--- src/rtl/irlq_pkg.sv ---
// ----------------------------------------------------------------------------
// irlq_pkg
// Shared types, register codes and linearisation tables for the infrared
// rangefinder linearise-and-qualify block.
// ----------------------------------------------------------------------------
package irlq_pkg;

    localparam int DIST_W   = 8;
    localparam int WARMUP_W = 3;
    localparam int CFG_IDX_W = 2;

    localparam logic [CFG_IDX_W-1:0] CFG_AUTONOMOUS = 2'd0;
    localparam logic [CFG_IDX_W-1:0] CFG_CORRIDOR   = 2'd1;

    localparam logic [DIST_W-1:0] CORRIDOR_RESET = 8'd60;

    localparam logic [7:0] LONG_LO   = 8'd22;
    localparam logic [7:0] LONG_HI   = 8'd138;
    localparam logic [7:0] LONG_FAR  = 8'd150;
    localparam logic [7:0] LONG_NEAR = 8'd16;

    localparam logic [7:0] SHORT_LO   = 8'd19;
    localparam logic [7:0] SHORT_HI   = 8'd140;
    localparam logic [7:0] SHORT_FAR  = 8'd90;
    localparam logic [7:0] SHORT_NEAR = 8'd8;

    localparam logic [7:0] LONG_CM [0:116] = '{
        8'd16, 8'd16, 8'd17, 8'd17, 8'd18, 8'd18, 8'd19, 8'd19, 8'd20, 8'd20, 8'd20,
        8'd21, 8'd21, 8'd21, 8'd22, 8'd22, 8'd23, 8'd23, 8'd23, 8'd24, 8'd24,
        8'd24, 8'd25, 8'd25, 8'd25, 8'd26, 8'd26, 8'd27, 8'd27, 8'd27, 8'd28,
        8'd28, 8'd28, 8'd29, 8'd29, 8'd30, 8'd30, 8'd30, 8'd31, 8'd31, 8'd32,
        8'd32, 8'd33, 8'd33, 8'd33, 8'd34, 8'd34, 8'd35, 8'd35, 8'd35, 8'd36,
        8'd36, 8'd37, 8'd37, 8'd38, 8'd38, 8'd38, 8'd39, 8'd39, 8'd40, 8'd40,
        8'd41, 8'd41, 8'd42, 8'd42, 8'd43, 8'd43, 8'd44, 8'd44, 8'd45, 8'd46,
        8'd47, 8'd48, 8'd49, 8'd50, 8'd51, 8'd53, 8'd54, 8'd55, 8'd56, 8'd58,
        8'd59, 8'd60, 8'd60, 8'd61, 8'd62, 8'd63, 8'd63, 8'd64, 8'd64, 8'd65,
        8'd67, 8'd68, 8'd70, 8'd73, 8'd75, 8'd78, 8'd80, 8'd82, 8'd84, 8'd86,
        8'd88, 8'd90, 8'd93, 8'd97, 8'd100, 8'd105, 8'd110, 8'd113, 8'd117,
        8'd120, 8'd125, 8'd130, 8'd135, 8'd140, 8'd145, 8'd150
    };

    localparam logic [7:0] SHORT_CM [0:121] = '{
        8'd8, 8'd8, 8'd8, 8'd8, 8'd8, 8'd8, 8'd9, 8'd9, 8'd9, 8'd9, 8'd9, 8'd9,
        8'd9, 8'd9, 8'd9, 8'd9, 8'd9, 8'd10, 8'd10, 8'd10, 8'd10, 8'd10,
        8'd10, 8'd10, 8'd10, 8'd10, 8'd11, 8'd11, 8'd11, 8'd11, 8'd11, 8'd11,
        8'd11, 8'd12, 8'd12, 8'd12, 8'd12, 8'd12, 8'd12, 8'd13,
        8'd13, 8'd13, 8'd13, 8'd13, 8'd13, 8'd13, 8'd14, 8'd14, 8'd14, 8'd14,
        8'd14, 8'd14, 8'd14, 8'd15, 8'd15, 8'd15, 8'd15, 8'd15,
        8'd16, 8'd16, 8'd16, 8'd16, 8'd17, 8'd17, 8'd17, 8'd18, 8'd18, 8'd18,
        8'd19, 8'd19, 8'd19, 8'd19, 8'd20, 8'd20, 8'd20, 8'd21,
        8'd21, 8'd22, 8'd22, 8'd23, 8'd23, 8'd23, 8'd24, 8'd24, 8'd25, 8'd25,
        8'd26, 8'd26, 8'd27, 8'd28, 8'd28, 8'd29, 8'd29, 8'd30,
        8'd31, 8'd32, 8'd33, 8'd34, 8'd36, 8'd37, 8'd38, 8'd39, 8'd40, 8'd41,
        8'd43, 8'd44, 8'd46, 8'd47, 8'd49, 8'd50, 8'd53, 8'd55,
        8'd58, 8'd60, 8'd63, 8'd65, 8'd68, 8'd70, 8'd75, 8'd80, 8'd85, 8'd90
    };

    typedef struct packed {
        logic [7:0] raw_front;
        logic [7:0] raw_left_front;
        logic [7:0] raw_right_front;
        logic [7:0] raw_left_back;
        logic [7:0] raw_right_back;
        logic       calibrate;
        logic       restart_history;
    } frame_t;

    typedef struct packed {
        logic [DIST_W-1:0] lf;
        logic [DIST_W-1:0] rf;
        logic [DIST_W-1:0] lb;
        logic [DIST_W-1:0] rb;
    } offsets_t;

    typedef struct packed {
        logic [DIST_W-1:0] front;
        logic [DIST_W-1:0] lf;
        logic [DIST_W-1:0] rf;
        logic [DIST_W-1:0] lb;
        logic [DIST_W-1:0] rb;
    } dists_t;

    typedef struct packed {
        dists_t dists;
        logic   warming_up;
        logic   stable;
        logic   in_corridor;
    } result_t;

    // control from the top level to the history unit
    typedef struct packed {
        logic advance;
        logic restart;
        logic shift;
    } hist_ctl_t;

    function automatic logic [7:0] long_range(input logic [7:0] code);
        logic [7:0] idx;
        idx = LONG_HI - code;
        if (code < LONG_LO)
            return LONG_FAR;
        else if (code > LONG_HI)
            return LONG_NEAR;
        else
            return LONG_CM[idx[6:0]];
    endfunction

    function automatic logic [7:0] short_range(input logic [7:0] code);
        logic [7:0] idx;
        idx = SHORT_HI - code;
        if (code < SHORT_LO)
            return SHORT_FAR;
        else if (code > SHORT_HI)
            return SHORT_NEAR;
        else
            return SHORT_CM[idx[6:0]];
    endfunction

    function automatic logic [7:0] abs_diff(input logic [7:0] a, input logic [7:0] b);
        return (a > b) ? (a - b) : (b - a);
    endfunction

endpackage

--- src/rtl/irlq_ifs.sv ---
// ----------------------------------------------------------------------------
// irlq channel interfaces
// Valid/ready channels for sensor frames, results and register writes.
// ----------------------------------------------------------------------------
interface irlq_frame_if;
    logic       valid;
    logic       ready;
    logic [7:0] raw_front;
    logic [7:0] raw_left_front;
    logic [7:0] raw_right_front;
    logic [7:0] raw_left_back;
    logic [7:0] raw_right_back;
    logic       calibrate;
    logic       restart_history;

    modport source (
        output valid, raw_front, raw_left_front, raw_right_front,
               raw_left_back, raw_right_back, calibrate, restart_history,
        input  ready
    );
    modport sink (
        input  valid, raw_front, raw_left_front, raw_right_front,
               raw_left_back, raw_right_back, calibrate, restart_history,
        output ready
    );
endinterface

interface irlq_result_if;
    logic       valid;
    logic       ready;
    logic [7:0] dist_front;
    logic [7:0] dist_left_front;
    logic [7:0] dist_right_front;
    logic [7:0] dist_left_back;
    logic [7:0] dist_right_back;
    logic       warming_up;
    logic       stable;
    logic       in_corridor;

    modport source (
        output valid, dist_front, dist_left_front, dist_right_front,
               dist_left_back, dist_right_back, warming_up, stable, in_corridor,
        input  ready
    );
    modport sink (
        input  valid, dist_front, dist_left_front, dist_right_front,
               dist_left_back, dist_right_back, warming_up, stable, in_corridor,
        output ready
    );
endinterface

interface irlq_cfg_if;
    logic                            valid;
    logic                            ready;
    logic [irlq_pkg::CFG_IDX_W-1:0]  index;
    logic [7:0]                      data;

    modport source (output valid, index, data, input ready);
    modport sink   (input valid, index, data, output ready);
endinterface

--- src/rtl/ir_range_linearize_and_qualify_top.sv ---
// ----------------------------------------------------------------------------
// ir_range_linearize_and_qualify_top
// Infrared rangefinder linearisation, side calibration and stability check.
// ----------------------------------------------------------------------------
// One frame enters an input register, passes combinationally through the
// table lookup, offset addition, calibration and history check and lands
// in a result register. A frame can be accepted every cycle while the sink
// takes each result; result valid rises as the frame moves from the input
// register into the result register, and a result held by a stalled sink
// still lets one more frame be taken into the input register. The first
// WARMUP_FRAMES frames report warming_up and never shift into the history.
// Configuration writes are taken at once (ready is always high).
// ----------------------------------------------------------------------------
module ir_range_linearize_and_qualify_top #(
    parameter int HISTORY_DEPTH = 10,
    parameter int WARMUP_FRAMES = 4
) (
    input  logic          clk,
    input  logic          rst_n,
    irlq_cfg_if.sink      cfg,
    irlq_frame_if.sink    frame,
    irlq_result_if.source result
);

    localparam logic [irlq_pkg::WARMUP_W-1:0] WARMUP_LIMIT =
        irlq_pkg::WARMUP_W'(WARMUP_FRAMES);

    logic                                autonomous_reg;
    logic [irlq_pkg::DIST_W-1:0]         corridor_limit_reg;

    logic                                in_valid_reg;
    logic                                in_valid_next;
    irlq_pkg::frame_t                    in_reg;
    logic                                out_valid_reg;
    logic                                out_valid_next;
    irlq_pkg::result_t                   out_reg;
    irlq_pkg::result_t                   out_next;

    irlq_pkg::offsets_t                  offsets_reg;
    irlq_pkg::offsets_t                  offsets_next;
    logic [irlq_pkg::WARMUP_W-1:0]       warmup_count_reg;
    logic [irlq_pkg::WARMUP_W-1:0]       warmup_count_next;

    logic                                advance;
    logic                                take;
    logic                                warming;
    logic                                hist_stable;
    irlq_pkg::dists_t                    dists;
    irlq_pkg::hist_ctl_t                 hist_ctl;
    logic [irlq_pkg::DIST_W-1:0]         lf_delta;
    logic [irlq_pkg::DIST_W-1:0]         rf_delta;

    assign advance     = in_valid_reg && (!out_valid_reg || result.ready);
    assign frame.ready = !in_valid_reg || advance;
    assign take        = frame.valid && frame.ready;
    assign cfg.ready   = 1'b1;
    assign warming     = warmup_count_reg < WARMUP_LIMIT;

    assign hist_ctl.advance = advance;
    assign hist_ctl.restart = in_reg.restart_history;
    assign hist_ctl.shift   = advance && !warming && autonomous_reg;

    irlq_linearize u_linearize (
        .frame   (in_reg),
        .offsets (offsets_reg),
        .dists   (dists)
    );

    irlq_history #(
        .DEPTH (HISTORY_DEPTH)
    ) u_history (
        .clk    (clk),
        .rst_n  (rst_n),
        .ctl    (hist_ctl),
        .lf_cm  (dists.lf),
        .rf_cm  (dists.rf),
        .stable (hist_stable)
    );

    always_comb
    begin
        in_valid_next = take ? 1'b1 : (advance ? 1'b0 : in_valid_reg);
        out_valid_next = advance ? 1'b1 : (result.ready ? 1'b0 : out_valid_reg);

        // learn offsets from the wrapped front minus back difference
        lf_delta     = dists.lf - dists.lb;
        rf_delta     = dists.rf - dists.rb;
        offsets_next = offsets_reg;
        if (advance && in_reg.calibrate)
        begin
            if (lf_delta != '0)
            begin
                if (!lf_delta[irlq_pkg::DIST_W-1])
                    offsets_next.lb = lf_delta;
                else
                    offsets_next.lf = '0 - lf_delta;
            end
            if (rf_delta != '0)
            begin
                if (!rf_delta[irlq_pkg::DIST_W-1])
                    offsets_next.rb = rf_delta;
                else
                    offsets_next.rf = '0 - rf_delta;
            end
        end

        warmup_count_next = (advance && warming)
                            ? warmup_count_reg + irlq_pkg::WARMUP_W'(1)
                            : warmup_count_reg;

        out_next.dists       = dists;
        out_next.warming_up  = warming;
        out_next.stable      = hist_stable;
        out_next.in_corridor = hist_stable &&
                               (dists.lf < corridor_limit_reg) &&
                               (dists.rf < corridor_limit_reg);
    end

    always_ff @(posedge clk or negedge rst_n)
    begin
        if (!rst_n)
        begin
            autonomous_reg     <= 1'b0;
            corridor_limit_reg <= irlq_pkg::CORRIDOR_RESET;
        end
        else if (cfg.valid)
        begin
            unique case (cfg.index)
                irlq_pkg::CFG_AUTONOMOUS: autonomous_reg     <= cfg.data[0];
                irlq_pkg::CFG_CORRIDOR:   corridor_limit_reg <= cfg.data;
                default: ;
            endcase
        end
    end

    always_ff @(posedge clk or negedge rst_n)
    begin
        if (!rst_n)
        begin
            in_valid_reg     <= 1'b0;
            out_valid_reg    <= 1'b0;
            offsets_reg      <= '0;
            warmup_count_reg <= '0;
        end
        else
        begin
            in_valid_reg     <= in_valid_next;
            out_valid_reg    <= out_valid_next;
            offsets_reg      <= offsets_next;
            warmup_count_reg <= warmup_count_next;
        end
    end

    always_ff @(posedge clk)
    begin
        if (take)
        begin
            in_reg.raw_front       <= frame.raw_front;
            in_reg.raw_left_front  <= frame.raw_left_front;
            in_reg.raw_right_front <= frame.raw_right_front;
            in_reg.raw_left_back   <= frame.raw_left_back;
            in_reg.raw_right_back  <= frame.raw_right_back;
            in_reg.calibrate       <= frame.calibrate;
            in_reg.restart_history <= frame.restart_history;
        end
        if (advance)
            out_reg <= out_next;
    end

    assign result.valid            = out_valid_reg;
    assign result.dist_front       = out_reg.dists.front;
    assign result.dist_left_front  = out_reg.dists.lf;
    assign result.dist_right_front = out_reg.dists.rf;
    assign result.dist_left_back   = out_reg.dists.lb;
    assign result.dist_right_back  = out_reg.dists.rb;
    assign result.warming_up       = out_reg.warming_up;
    assign result.stable           = out_reg.stable;
    assign result.in_corridor      = out_reg.in_corridor;

    a_warmup_quiet: assert property (@(posedge clk) disable iff (!rst_n)
        out_valid_reg && out_reg.warming_up |-> !out_reg.stable && !out_reg.in_corridor)
        else $error("decision raised during warm-up");

    a_corridor_needs_stable: assert property (@(posedge clk) disable iff (!rst_n)
        out_valid_reg && out_reg.in_corridor |-> out_reg.stable)
        else $error("corridor reported without stability");

    a_warmup_bounded: assert property (@(posedge clk) disable iff (!rst_n)
        warmup_count_reg <= WARMUP_LIMIT)
        else $error("warm-up counter ran past its limit");

endmodule

--- src/rtl/irlq_linearize.sv ---
// ----------------------------------------------------------------------------
// irlq_linearize
// Table lookup of the five raw codes and addition of the side offsets.
// ----------------------------------------------------------------------------
module irlq_linearize (
    input  irlq_pkg::frame_t   frame,
    input  irlq_pkg::offsets_t offsets,
    output irlq_pkg::dists_t   dists
);

    always_comb
    begin
        dists.front = irlq_pkg::long_range(frame.raw_front);
        // side distances wrap modulo 256
        dists.lf    = irlq_pkg::long_range(frame.raw_left_front) + offsets.lf;
        dists.rf    = irlq_pkg::long_range(frame.raw_right_front) + offsets.rf;
        dists.lb    = irlq_pkg::short_range(frame.raw_left_back) + offsets.lb;
        dists.rb    = irlq_pkg::short_range(frame.raw_right_back) + offsets.rb;
    end

endmodule

--- src/rtl/irlq_history.sv ---
// ----------------------------------------------------------------------------
// irlq_history
// Front-side distance history and the parallel deviation check.
// ----------------------------------------------------------------------------
module irlq_history #(
    parameter int DEPTH = 10
) (
    input  logic                          clk,
    input  logic                          rst_n,
    input  irlq_pkg::hist_ctl_t           ctl,
    input  logic [irlq_pkg::DIST_W-1:0]   lf_cm,
    input  logic [irlq_pkg::DIST_W-1:0]   rf_cm,
    output logic                          stable
);

    localparam int CNT_W = $clog2(DEPTH + 1);

    logic [irlq_pkg::DIST_W-1:0] left_hist_reg  [DEPTH];
    logic [irlq_pkg::DIST_W-1:0] right_hist_reg [DEPTH];
    logic [CNT_W-1:0]            valid_count_reg;
    logic [CNT_W-1:0]            valid_count_next;
    logic [CNT_W-1:0]            count_base;
    logic                        check_ok;

    always_comb
    begin
        count_base = ctl.restart ? '0 : valid_count_reg;
        if (ctl.shift && (count_base < CNT_W'(DEPTH)))
            valid_count_next = count_base + CNT_W'(1);
        else
            valid_count_next = count_base;

        // entry i of the shifted history is old entry i-1
        check_ok = (valid_count_next >= CNT_W'(3));
        for (int i = 1; i < DEPTH; i++)
        begin
            if (CNT_W'(i) < valid_count_next)
            begin
                if ((irlq_pkg::abs_diff(lf_cm, left_hist_reg[i-1]) > 8'(2 * i)) ||
                    (irlq_pkg::abs_diff(rf_cm, right_hist_reg[i-1]) > 8'(2 * i)))
                    check_ok = 1'b0;
            end
        end
        stable = ctl.shift && check_ok;
    end

    always_ff @(posedge clk or negedge rst_n)
    begin
        if (!rst_n)
            valid_count_reg <= '0;
        else if (ctl.advance)
            valid_count_reg <= valid_count_next;
    end

    // entries beyond the valid count are never looked at, so no reset
    always_ff @(posedge clk)
    begin
        if (ctl.shift)
        begin
            left_hist_reg[0]  <= lf_cm;
            right_hist_reg[0] <= rf_cm;
            for (int i = 1; i < DEPTH; i++)
            begin
                left_hist_reg[i]  <= left_hist_reg[i-1];
                right_hist_reg[i] <= right_hist_reg[i-1];
            end
        end
    end

    a_count_bounded: assert property (@(posedge clk) disable iff (!rst_n)
        valid_count_reg <= CNT_W'(DEPTH))
        else $error("history valid count beyond depth");

    a_stable_needs_three: assert property (@(posedge clk) disable iff (!rst_n)
        stable |=> valid_count_reg >= CNT_W'(3))
        else $error("stable reported with fewer than three entries");

endmodule
--- src/flat_wrapper.sv ---
// flat-port wrapper written by rule: the top's interface ports become plain ports
module ir_range_linearize_and_qualify_top_flat 
#(
    parameter int HISTORY_DEPTH = 10,
    parameter int WARMUP_FRAMES = 4
)
  (clk, rst_n, cfg_valid, cfg_index, cfg_data, cfg_ready, frame_valid, frame_raw_front, frame_raw_left_front, frame_raw_right_front, frame_raw_left_back, frame_raw_right_back, frame_calibrate, frame_restart_history, frame_ready, result_valid, result_dist_front, result_dist_left_front, result_dist_right_front, result_dist_left_back, result_dist_right_back, result_warming_up, result_stable, result_in_corridor, result_ready);
  irlq_cfg_if cfg_i ();
  irlq_frame_if frame_i ();
  irlq_result_if result_i ();
  input  logic clk;
  input  logic rst_n;
  input wire logic [$bits(cfg_i.valid)-1:0] cfg_valid;
  input wire logic [$bits(cfg_i.index)-1:0] cfg_index;
  input wire logic [$bits(cfg_i.data)-1:0] cfg_data;
  output wire logic [$bits(cfg_i.ready)-1:0] cfg_ready;
  input wire logic [$bits(frame_i.valid)-1:0] frame_valid;
  input wire logic [$bits(frame_i.raw_front)-1:0] frame_raw_front;
  input wire logic [$bits(frame_i.raw_left_front)-1:0] frame_raw_left_front;
  input wire logic [$bits(frame_i.raw_right_front)-1:0] frame_raw_right_front;
  input wire logic [$bits(frame_i.raw_left_back)-1:0] frame_raw_left_back;
  input wire logic [$bits(frame_i.raw_right_back)-1:0] frame_raw_right_back;
  input wire logic [$bits(frame_i.calibrate)-1:0] frame_calibrate;
  input wire logic [$bits(frame_i.restart_history)-1:0] frame_restart_history;
  output wire logic [$bits(frame_i.ready)-1:0] frame_ready;
  output wire logic [$bits(result_i.valid)-1:0] result_valid;
  output wire logic [$bits(result_i.dist_front)-1:0] result_dist_front;
  output wire logic [$bits(result_i.dist_left_front)-1:0] result_dist_left_front;
  output wire logic [$bits(result_i.dist_right_front)-1:0] result_dist_right_front;
  output wire logic [$bits(result_i.dist_left_back)-1:0] result_dist_left_back;
  output wire logic [$bits(result_i.dist_right_back)-1:0] result_dist_right_back;
  output wire logic [$bits(result_i.warming_up)-1:0] result_warming_up;
  output wire logic [$bits(result_i.stable)-1:0] result_stable;
  output wire logic [$bits(result_i.in_corridor)-1:0] result_in_corridor;
  input wire logic [$bits(result_i.ready)-1:0] result_ready;
  assign cfg_i.valid = cfg_valid;
  assign cfg_i.index = cfg_index;
  assign cfg_i.data = cfg_data;
  assign cfg_ready = cfg_i.ready;
  assign frame_i.valid = frame_valid;
  assign frame_i.raw_front = frame_raw_front;
  assign frame_i.raw_left_front = frame_raw_left_front;
  assign frame_i.raw_right_front = frame_raw_right_front;
  assign frame_i.raw_left_back = frame_raw_left_back;
  assign frame_i.raw_right_back = frame_raw_right_back;
  assign frame_i.calibrate = frame_calibrate;
  assign frame_i.restart_history = frame_restart_history;
  assign frame_ready = frame_i.ready;
  assign result_valid = result_i.valid;
  assign result_dist_front = result_i.dist_front;
  assign result_dist_left_front = result_i.dist_left_front;
  assign result_dist_right_front = result_i.dist_right_front;
  assign result_dist_left_back = result_i.dist_left_back;
  assign result_dist_right_back = result_i.dist_right_back;
  assign result_warming_up = result_i.warming_up;
  assign result_stable = result_i.stable;
  assign result_in_corridor = result_i.in_corridor;
  assign result_i.ready = result_ready;
  ir_range_linearize_and_qualify_top #(.HISTORY_DEPTH(HISTORY_DEPTH), .WARMUP_FRAMES(WARMUP_FRAMES)) u_core (.clk(clk), .rst_n(rst_n), .cfg(cfg_i), .frame(frame_i), .result(result_i));
endmodule
--- config.mk ---
export PLATFORM = sky130hd
export DESIGN_NAME = ir_range_linearize_and_qualify_top_flat
export DESIGN_NICKNAME = d
export VERILOG_FILES = /design/src/rtl/irlq_pkg.sv /design/src/rtl/irlq_ifs.sv /design/src/rtl/ir_range_linearize_and_qualify_top.sv /design/src/rtl/irlq_linearize.sv /design/src/rtl/irlq_history.sv /design/src/flat_wrapper.sv
export SDC_FILE = /design/constraint.sdc
export NUM_CORES = 1
export LEC_CHECK = 0
export BUFFER_PORTS_ARGS = -buffer_cell sky130_fd_sc_hd__buf_2
export CORE_MARGIN = 8
export CORE_UTILIZATION = 25
export CTS_CLUSTER_SIZE = 28
export DETAILED_ROUTE_END_ITERATION = 7
export PLACE_DENSITY = 0.46
export SKIP_CTS_REPAIR_TIMING = 1
export SKIP_LAST_GASP = 1
export SYNTH_ARGS = -nofsm -noshare
export SYNTH_HDL_FRONTEND = slang
export SYNTH_SLANG_ARGS = --single-unit
--- constraint.sdc ---
create_clock -name clk -period 7.47 [get_ports clk]
set_input_delay 0.747 -clock clk [delete_from_list [all_inputs] [get_ports clk]]
set_output_delay 0.747 -clock clk [all_outputs]
set_load 0.1 [all_outputs]
==> reports/results.ini <==
[sta]
whs_ps=290
setup_viol=0
slew_headroom_pct=24.7
finalHoldViolCount=0
tightest_slew_ps=1130
skew_ps=39.3
drv_slew=0
fin_crit_ps=7170
fmax_mhz=140
fin_tns_setup_ps=0
fin_crit_sh_pct=95.9

[floorplan]
dieWidth_um=347
fp.dieH_um=347
core-area_um2=109000
rows=121
io_pins=103
floorplan.initialDensity_pct=25.2
die-area_um2=120000

[synthesis]
ys_ff_latch=277
async_flop_share_pct=17.3
synth_edf_count=229
synth_mux_area_share_pct=5.74
avgSynthCellArea_um2=9.28
synthXorXnorAreaFrac_pct=5.70
synth_adder_area_share_pct=21.2
synth.top_cell.area_share_pct=25.1
seq_area_frac_synth_pct=29.5
yosysWarnings=0
synth_top_family_by_area=adder cells
synth_area_um2=27400
synthCells=2947
synth_area_leaders=edfxtp_1 25%, ha_1 18%, a21oi_1 4.7%
synth.largest_area_cell=edfxtp_1
ys_types=94
synth_simple_gate_area_share_pct=11.7
synth_nets=3443
synth_compound_area_share_pct=20.2
synth_ff_type=edfxtp_1

[final_layout]
area_growth_pct=18.9
final_common_cell=ha_1
nets=3633
final_layout_size_suffix_gt1_share_pct=16.4
mostFrequentLayoutCells=379 x ha_1, 298 x inv_1, 249 x a21oi_1
final_cells=4582

[setup_path]
critPathLaunchType=flop
worstSetupPathType=flop to flop
cp_max_fo=9
max_stage_delay_ps=540
crit_required_ps=7900
worst_path_max_delay_cell=o311ai_0
crit_cells=30
cpMostUsedCell=buf_4
r2r_cells=30
critPathTopFamily=compound AO/OA/AOI/OAI gates
reg2reg_from=u_core.in_reg[26]$_DFFE_PP_
cp-end-kind=flop
path_buf_inv=6
rrSetupSlack_ps=300
reg2reg_to=u_core.result.stable$_DFFE_PP_
cp.arrival_ps=7600

[clock_network]
cts_htree_levels=2
clockBufferDepth=3
cts-root-buf=clkbuf_16
path_clk_slew_ps=60
cts_tree=yes
insertion_delay_ps=590
cts_buffers=38
clkSinkCount=277

[place]
hpwl_um=60500
placed_cells=4473
gp_congestion=0.860
io_buffers=101

[flow_run]
drv_cap=0

[worst_hold_path]
hold_class=input pin to asynchronous set/reset pin

[route]
totalWireLength_um=80000
drt_iter0_drc=1241
vias_per_cell=4.88
vias=22400
dr.pass1.iters=7
ant_nets=0
drc=0
wire_per_inst_um=17.5

[status]
status=finished, final reports clean

[grt]
antenna_found_initial=4
grt_max_degree=84
track_usage_pct=12.5
grt_pass1_wl_um=124000
gr-total-overflow=0
grt_pass1_vias=22300

per-stage QoR:
step	worst slack [ps]	utilization [%]	area (um2)
2_1_floorplan	89.4	-	27400
3_3_place_gp	-166	27.8	30200
3_5_place_dp	-198	27.8	30200
4_1_cts	-334	29.0	31500
5_1_grt	-93.9	29.9	32500
6_report	303	29.9	32500
cell families after synthesis:
| kind of cell | after synthesis |
|---|---|
| xor+xnor | 173 |
| buf+inv | 414 |
| fa+ha+maj | 439 |
| other cells | 1 |
| simple gates | 658 |
| compound gates | 846 |
| flops | 277 |
| mux | 139 |
final cells by class:
class                      count  area (um2)
clock buffer                  50        1010
timing repair buffer         259        1820
fill                       11400       76200
tap                         1414        1770
antenna                        1        2.50
clock inverter                20         269
sequential                   277        8080
inverter                     304        1150
multi-input combinational   2257       18400
cells in the mapped netlist, types with 19 or more instances:
cell type,count
xor2_1,85
nor3_1,48
fa_1,42
nand3b_1,24
nor2_1,134
a31oi_1,49
a211oi_1,56
nand2b_1,35
o211ai_1,41
a221oi_1,20
o21bai_1,33
nand2_1,210
nor2b_1,33
a21o_1,54
xnor2_1,82
mux2i_1,76
nand3_1,58
dfrtp_1,44
o21ai_0,149
a21oi_1,257
mux2_2,54
clkbuf_1,83
edfxtp_1,229
buf_2,19
ha_1,397
nand4_1,40
inv_1,302
worst max path at each step:
| stage | from | endpoint | slack, ps |
|---|---|---|---|
| 2_1_floorplan | u_core.in_reg[18]$_DFFE_PP_ | u_core.result.in_corridor$_DFFE_PP_ | 90 |
| 3_3_place_gp | u_core.in_reg[26]$_DFFE_PP_ | u_core.result.in_corridor$_DFFE_PP_ | -170 |
| 3_5_place_dp | u_core.in_reg[28]$_DFFE_PP_ | u_core.result.in_corridor$_DFFE_PP_ | -200 |
| 4_1_cts | u_core.in_reg[28]$_DFFE_PP_ | u_core.result.in_corridor$_DFFE_PP_ | -330 |
| 5_1_grt | u_core.in_reg[26]$_DFFE_PP_ | u_core.result.stable$_DFFE_PP_ | -90 |
| 6_report | u_core.in_reg[26]$_DFFE_PP_ | u_core.result.stable$_DFFE_PP_ | 300 |
metal layers:
layer	track usage, %	wire length, um	vias to the layer above
li1	-	-	11100
met3	1.95	3160	88
met4	2.66	1310	4
met5	0	26	-
met2	21.3	37600	386
met1	16.7	37900	10700
Power is left out: the tool's default activity adds up to more than one toggle a clock period on the data nets, which glitch-free logic cannot reach.
